<file path="src/rtl/fvcu_pkg.sv">
// ----------------------------------------------------------------------------
// fvcu_pkg
// Shared constants, types and arithmetic helpers of the cell velocity update.
// ----------------------------------------------------------------------------
package fvcu_pkg;

    localparam int FRAC_BITS_DEF = 16;
    localparam int FACES_DEF     = 3;
    localparam int CFG_IDX_W     = 1;

    localparam logic [CFG_IDX_W-1:0] REG_TIME_STEP = 1'b0;
    localparam logic [CFG_IDX_W-1:0] REG_VISCOSITY = 1'b1;

    // Datapath operation codes issued by the controller.
    localparam logic [3:0] OP_NONE   = 4'd0;
    localparam logic [3:0] OP_DOT1   = 4'd1;
    localparam logic [3:0] OP_DOT2   = 4'd2;
    localparam logic [3:0] OP_DOT3   = 4'd3;
    localparam logic [3:0] OP_VISC   = 4'd4;
    localparam logic [3:0] OP_CONV   = 4'd5;
    localparam logic [3:0] OP_LEN    = 4'd6;
    localparam logic [3:0] OP_ACC    = 4'd7;
    localparam logic [3:0] OP_DIVST  = 4'd8;
    localparam logic [3:0] OP_DIVIT  = 4'd9;
    localparam logic [3:0] OP_UPD1   = 4'd10;
    localparam logic [3:0] OP_UPD2   = 4'd11;
    localparam logic [3:0] OP_FIN    = 4'd12;
    localparam logic [3:0] OP_ZERO   = 4'd13;

    typedef struct packed {
        logic [3:0] op;
        logic       load;
    } fvcu_cmd_t;

    typedef struct packed {
        logic div_done;
        logic last_face;
        logic area_zero;
    } fvcu_sts_t;

    // Floor shift of an exact product, saturated to 32 bits signed.
    function automatic logic [32:0] mulq_sat(input logic signed [63:0] p,
                                             input int fb);
        logic signed [63:0] s;
        logic               ov;
        logic [31:0]        r;
        begin
            s  = p >>> fb;
            ov = 1'b0;
            r  = s[31:0];
            if (s > 64'sd2147483647) begin
                r = 32'h7FFF_FFFF; ov = 1'b1;
            end else if (s < -64'sd2147483648) begin
                r = 32'h8000_0000; ov = 1'b1;
            end
            mulq_sat = {ov, r};
        end
    endfunction

    // Saturate a 35 bit signed sum to 32 bits.
    function automatic logic [32:0] sat32_35(input logic signed [34:0] s);
        logic [32:0] r;
        begin
            r = {1'b0, s[31:0]};
            if (s > 35'sd2147483647)       r = {1'b1, 32'h7FFF_FFFF};
            else if (s < -35'sd2147483648) r = {1'b1, 32'h8000_0000};
            sat32_35 = r;
        end
    endfunction

endpackage

</file>
<file path="src/rtl/fvcu_ctrl.sv">
// ----------------------------------------------------------------------------
// fvcu_ctrl
// Controller that sequences one face through the datapath and hands the
// cell result to the output register.
// ----------------------------------------------------------------------------
module fvcu_ctrl
    import fvcu_pkg::*;
(
    input  logic      clk,
    input  logic      rst_n,
    input  logic      in_valid,
    output logic      in_ready,
    output logic      out_valid,
    input  logic      out_ready,
    output fvcu_cmd_t cmd,
    input  fvcu_sts_t sts
);

    localparam logic [3:0] S_IDLE = 4'd0;
    localparam logic [3:0] S_D1   = 4'd1;
    localparam logic [3:0] S_D2   = 4'd2;
    localparam logic [3:0] S_D3   = 4'd3;
    localparam logic [3:0] S_VISC = 4'd4;
    localparam logic [3:0] S_CONV = 4'd5;
    localparam logic [3:0] S_LEN  = 4'd6;
    localparam logic [3:0] S_ACC  = 4'd7;
    localparam logic [3:0] S_DST  = 4'd8;
    localparam logic [3:0] S_DIT  = 4'd9;
    localparam logic [3:0] S_U1   = 4'd10;
    localparam logic [3:0] S_U2   = 4'd11;
    localparam logic [3:0] S_ZERO = 4'd12;

    logic [3:0] state_reg, state_next;
    logic       ovalid_reg, ovalid_next;
    logic       fin;
    logic       out_free;

    // A new face may enter whenever the sequencer is idle; a finished cell
    // waits in its last step until the output register is free.
    assign in_ready  = (state_reg == S_IDLE);
    assign out_valid = ovalid_reg;
    assign out_free  = !ovalid_reg || out_ready;

    always_comb
    begin
        state_next = state_reg;
        cmd.op     = OP_NONE;
        cmd.load   = 1'b0;
        fin        = 1'b0;
        unique case (state_reg)
            S_IDLE:
            begin
                cmd.load = in_valid && in_ready;
                if (in_valid && in_ready) state_next = S_D1;
            end
            S_D1:   begin cmd.op = OP_DOT1; state_next = S_D2;   end
            S_D2:   begin cmd.op = OP_DOT2; state_next = S_D3;   end
            S_D3:   begin cmd.op = OP_DOT3; state_next = S_VISC; end
            S_VISC: begin cmd.op = OP_VISC; state_next = S_CONV; end
            S_CONV: begin cmd.op = OP_CONV; state_next = S_LEN;  end
            S_LEN:  begin cmd.op = OP_LEN;  state_next = S_ACC;  end
            S_ACC:
            begin
                cmd.op = OP_ACC;
                if (!sts.last_face)     state_next = S_IDLE;
                else if (sts.area_zero) state_next = S_ZERO;
                else                    state_next = S_DST;
            end
            S_DST:  begin cmd.op = OP_DIVST; state_next = S_DIT; end
            S_DIT:
            begin
                if (sts.div_done) state_next = S_U1;
                else cmd.op = OP_DIVIT;
            end
            S_U1:   begin cmd.op = OP_UPD1; state_next = S_U2; end
            S_U2:
            begin
                if (out_free)
                begin
                    cmd.op = OP_UPD2; fin = 1'b1; state_next = S_IDLE;
                end
            end
            S_ZERO:
            begin
                if (out_free)
                begin
                    cmd.op = OP_ZERO; fin = 1'b1; state_next = S_IDLE;
                end
            end
            default: state_next = S_IDLE;
        endcase
        ovalid_next = fin | (ovalid_reg & !out_ready);
    end

    always_ff @(posedge clk or negedge rst_n)
    begin
        if (!rst_n)
        begin
            state_reg  <= S_IDLE;
            ovalid_reg <= 1'b0;
        end
        else
        begin
            state_reg  <= state_next;
            ovalid_reg <= ovalid_next;
        end
    end

endmodule

</file>
<file path="config.mk">
export PLATFORM = sky130hd
export DESIGN_NAME = fvcu_ctrl
export DESIGN_NICKNAME = d
export VERILOG_FILES = /design/src/rtl/fvcu_pkg.sv /design/src/rtl/fvcu_ctrl.sv
export SDC_FILE = /design/constraint.sdc
export NUM_CORES = 1
export LEC_CHECK = 0
export BUFFER_PORTS_ARGS = -buffer_cell sky130_fd_sc_hd__clkbuf_2
export CELL_PAD_IN_SITES_DETAIL_PLACEMENT = 0
export CELL_PAD_IN_SITES_GLOBAL_PLACEMENT = 2
export CORE_AREA = 2 2 44 46
export DETAILED_ROUTE_END_ITERATION = 7
export DIE_AREA = 0 0 46 48
export GPL_TIMING_DRIVEN = 0
export PLACE_DENSITY_LB_ADDON = 0.1
export SLEW_MARGIN = 10
export SYNTH_ARGS = -nofsm -noshare
export SYNTH_HDL_FRONTEND = slang
export SYNTH_SLANG_ARGS = --single-unit
</file>
<file path="constraint.sdc">
create_clock -name clk -period 1.25 [get_ports clk]
set_input_delay 0.125 -clock clk [delete_from_list [all_inputs] [get_ports clk]]
set_output_delay 0.125 -clock clk [all_outputs]
set_load 0.005 [all_outputs]
</file>
After elaboration in Yosys (flattened, before gate mapping)
Cells that the tools add are included.

Register bits: 5. Input port bits: 7. Output and inout port bits: 7. Logic and storage cells: 39.

Eq/ne operators: 15. Multiplexer cells: 13. Bitwise logic cells: 2. Reductions and logical operators: 7.

Operators by type and width (count): $pmux W4 S12 (2); $mux W4 (7); $eq A4 B4 Y1 const B (5); $eq A4 B3 Y1 const B (4); $eq A4 B2 Y1 const B (2); $eq A4 B1 Y1 const B (1); $logic_not A4 Y1 (1); $ne A2 B1 Y1 const B (2); $mux W1 (3); $mux W3 (1); $reduce_and A3 Y1 (1); $logic_not A1 Y1 (2); $ne A2 B2 Y1 const B (1); $reduce_or A2 Y1 (1); $and A1 B1 Y1 (1); $logic_and A1 B1 Y1 (1); $logic_or A1 B1 Y1 (1); $or A1 B1 Y1 (1).

Logic depth before layout (Yosys ltp)
Word-level depth: 5. Mapped depth: 4. Gate-level depth less buffers: 3.

Least setup slack after synthesis
Ideal clock, no wire load.

Kind: reg-to-output. Start point: register state_reg[3]. End point: output port cmd[0] (netlist name). Arrival: 1026 ps. Required time: 1125 ps. Slack: 99 ps. Cell stages (with the launch flop): 5. Buffers on the path: 1. Cells stage by stage: dfrtp_1 buf_2 or2_1 nor3_2 and2_1.

RTL lines: start: declaration (RTL line fvcu_ctrl.sv:33) `logic [3:0] state_reg, state_next;`; start signal: assignment (RTL line fvcu_ctrl.sv:104) `state_reg <= state_next;`; end: declaration (RTL line fvcu_ctrl.sv:15) `output fvcu_cmd_t cmd,`.

==> metrics.md <==
| Metric | Value |
|---|---|
| Status | `complete, but fails checks` |
| Failing checks | `negative setup slack` |
| Hold WC Path Type | `primary input to async pin` |
| Total GRT Usage | `13.5%` |
| Die Footprint | `~2200 um^2` |
| Clock Sinks | `5` |
| Worst EP arrival | `about 1300 ps` |
| I/O pin count | `14` |
| Dpl cell area | `498 um^2` |
| Final Routed Wirelength | `1310 um` |
| Max_cap viols | `0` |
| Seq cells post-synth | `5` |
| Synth warn | `0` |
| Combinational Power Share | `72.5%` |
| Most Crowded Layer GR | `met2` |
| Worst-Margin Slew | `~240 ps` |
| # setup viols final | `8` |
| CP Capture Type | `output port` |
| Area Growth Syn to Fin | `63.2%` |
| CP max FO | `8` |
| Global route overflow | `0` |
| CP max-delay cell | `dfrtp_1` |
| Clk_lat worst skew | `about 230 ps` |
| Power per standard cell area | `2710 nW/um^2` |
| Clk pwr share | `roughly a tenth` |
| Max Fclk | `0.710 GHz` |
| Critical Path RT | `1120 ps` |
| Setup slack after layout | `-159 ps` |
| Final Critical Period | `about 1400 ps` |
| Multi-input logic area | `323 um^2` |
| Sw Share | `a little over two fifths` |
| Layout Nets | `86` |
| WL per Instance | `13.8 um` |
| CP Cell Sequence | `buf_6 -> nor2_4 -> o21ai_2 -> a21oi_2 -> buf_2` |
| Fin. max-slew vios | `0` |
| Final antenna diode count | `0` |
| Post-Syn Area per Cell | `about 7.8 um^2` |
| R2R Setup Slk | `-70 ps` |
| Critical R2R Launch | `state_reg[0]` |
| Max FFs per register | `4` |
| Final period util | `113%` |
| Total CTS buffers | `3` |
| Die width | `46 um` |
| First-pass GRT wire length | `2040 um` |
| Antenna violations before repair | `0` |
| Share of cells above drive strength 1 | `55.1%` |
| Seq/Total Area, Yosys | `30.4%` |
| Psw | `0.000776 W` |
| Seq pwr share | `17.8%` |
| Placed insts | `83` |
| Clock root buffer | `clkbuf_4` |
| H-tree levels | `1` |
| Filler instances | `around 170` |
| Final std cells w/o fill | `95` |
| ANT nets after route | `0` |
| Remaining DRCs | `0` |
| Std cell rows | `15` |
| Worst setup startpoint | `state_reg[0]` |
| Initial Utilization | `between 20% and 30%` |
| LEAKAGE | `approximately 0.31 nW` |
| RSZ-0062 raised after global routing | `true` |
| Final Hold Fails | `0` |
| Kind of critical path | `flop to output port` |
| Syn nets | `60` |
| First drt pass iteration count | `3` |
| CTS tree | `yes` |
| Vias | `484` |
| Count of unique library cells instantiated by Yosys | `27` |
| CP Launch Type | `flop` |
| Relative slew slack | `83.7%` |
| Mapped Cells | `53` |
| Vias in the first global route | `between 400 and 500` |
| Register area | `129 um^2` |
| Buffers added on ports | `13` |
| Maximum number of pins on one net before global-route repair | `11` |
| Critical R2R Capture | `state_reg[3]` |
| First DRT Iteration DRCs | `4` |
| M1 GR Usage | `15.1%` |
| Grt met3 use | `about 1.5%` |
| Post-DR vias/cell | `5.09` |
| Mapped cell area | `412 um^2` |
| Worst-path clk slew | `40 ps` |
| Met2 usage | `23.1%` |
| R2R cell count | `4` |
| Cell area after layout | `672 um^2` |
| Internal power | `0.00104 W` |
| Max VDD drop | `between 0.8 and 0.9 mV` |
| Core Box Area | `1690 um^2` |
| GPL Wtd Cong | `slightly above 0.7` |
| Worst Clk Skew | `about 0.14 ps` |
| Die Span Y | `48 um` |
| Max incr delay on CP | `roughly 400 ps` |
| DP Wirelength | `900 um` |
| Bufs on Longest Clock Path | `2` |
==> power by group through the flow <==
stage	clock (W)	combinational (W)	sequential (W)
floorplan	0	0.000598	0.000285
global placement	0	0.000883	0.000315
detailed placement	0	0.000851	0.000301
CTS	0.000189	0.00113	0.000321
global route	0.000207	0.00143	0.000330
finish	0.000178	0.00132	0.000323
==> cells in the final DEF, fill, tap and decap left out, types with 2 or more instances in the layout <==
cell,count
a211o_1,2
buf_4,8
o21ai_0,3
dfrtp_2,3
dfrtp_1,2
and2_1,2
clkbuf_4,3
buf_6,3
a21oi_2,2
clkbuf_2,8
o21ai_2,2
buf_2,5
nand2_1,5
o21ai_1,2
a21oi_1,3
==> area by class of cell <==
type	count	area share (%)
Buffer	3	5.03
Clock buffer	4	3.91
Inverter	1	0.559
Multi-Input combinational cell	43	48.0
Sequential cell	5	19.2
Tap cell	17	3.17
Timing Repair Buffer	22	20.1
==> stage by stage <==
stage | setup slack [ps] | setup TNS (ps) | utilization [%] | hold WS (ps) | total power, W
floorplan | 98.6 | 0 | - | -171 | 0.000884
global placement | -201 | -367 | 29.5 | -54.9 | 0.00120
detailed placement | -131 | -174 | 29.5 | -54.3 | 0.00115
CTS | -190 | -879 | 36.1 | 225 | 0.00164
global route | -218 | -1210 | 39.8 | 244 | 0.00197
finish | -159 | -687 | 39.8 | 233 | 0.00182
==> worst max-delay path, delay by kind of cell, from the launching register on <==
| kind | cells | cell delay [ps] |
|---|---|---|
| buf+inv | 2 | 280 |
| flops | 1 | 390 |
| simple gates | 1 | 150 |
| compound gates | 2 | 220 |
==> how the worst max path moves through the flow <==
stage / endpoint / slack (ps) / cells past startpoint
5_1_grt: cmd[4] / -220 / 5
3_3_place_gp: cmd[4] / -200 / 5
3_5_place_dp: cmd[4] / -130 / 5
6_report: cmd[4] / -160 / 5
2_1_floorplan: cmd[0] / 100 / 4
4_1_cts: cmd[4] / -190 / 4
==> logic make-up (layout without fill, tap and decap cells) <==
logic type,after synthesis,count (layout),share of synthesized area (%)
AND/OR/NAND/NOR,22,22,31.0
AO/OA/AOI/OAI,21,21,32.2
flip-flops,5,5,30.4
buffers and inverters,5,30,6.38
==> routing by layer <==
layer	share of wire [%]	routed length, um	vias up
met1	43	562	232
met5	0	0	-
met2	54	707	9
li1	-	-	241
met3	2.6	34	2
met4	0.76	10	0
==> timing repair <==
| item | in CTS | in global routing |
|---|---|---|
| buffers inserted | 5 | 3 |
| hold buffers | 1 | 0 |
| pin swaps | 3 | 5 |
| endpoints found under the setup margin | 6 | 8 |
| gates resized for setup | 16 | 16 |
| endpoints found under the hold margin | 5 | 0 |
==> synthesized netlist by cell type <==
cell type,count,area share [%]
nand3_1,1,1.2
o21ai_0,7,8.5
nand4_1,1,1.5
and2_1,3,4.6
or3b_1,1,2.1
buf_4,1,1.8
o22ai_1,1,1.5
a221oi_1,1,2.1
buf_2,3,3.6
a21boi_0,1,1.8
dfrtp_1,5,30
or3_1,1,1.5
a32o_1,1,2.4
inv_1,1,0.91
nand2_1,5,4.6
a211o_1,2,4.3
nor3b_1,1,1.8
a21oi_1,5,6.1
o21a_1,1,1.8
o211ai_1,1,1.8
nor2_1,2,1.8
nor3_2,1,2.4
nand2b_1,2,3.0
and2b_1,1,1.8
nor2b_1,2,3.0
o21bai_1,1,1.8
or2_1,1,1.5
No activity file was read; power rests on OpenSTA's default activity.
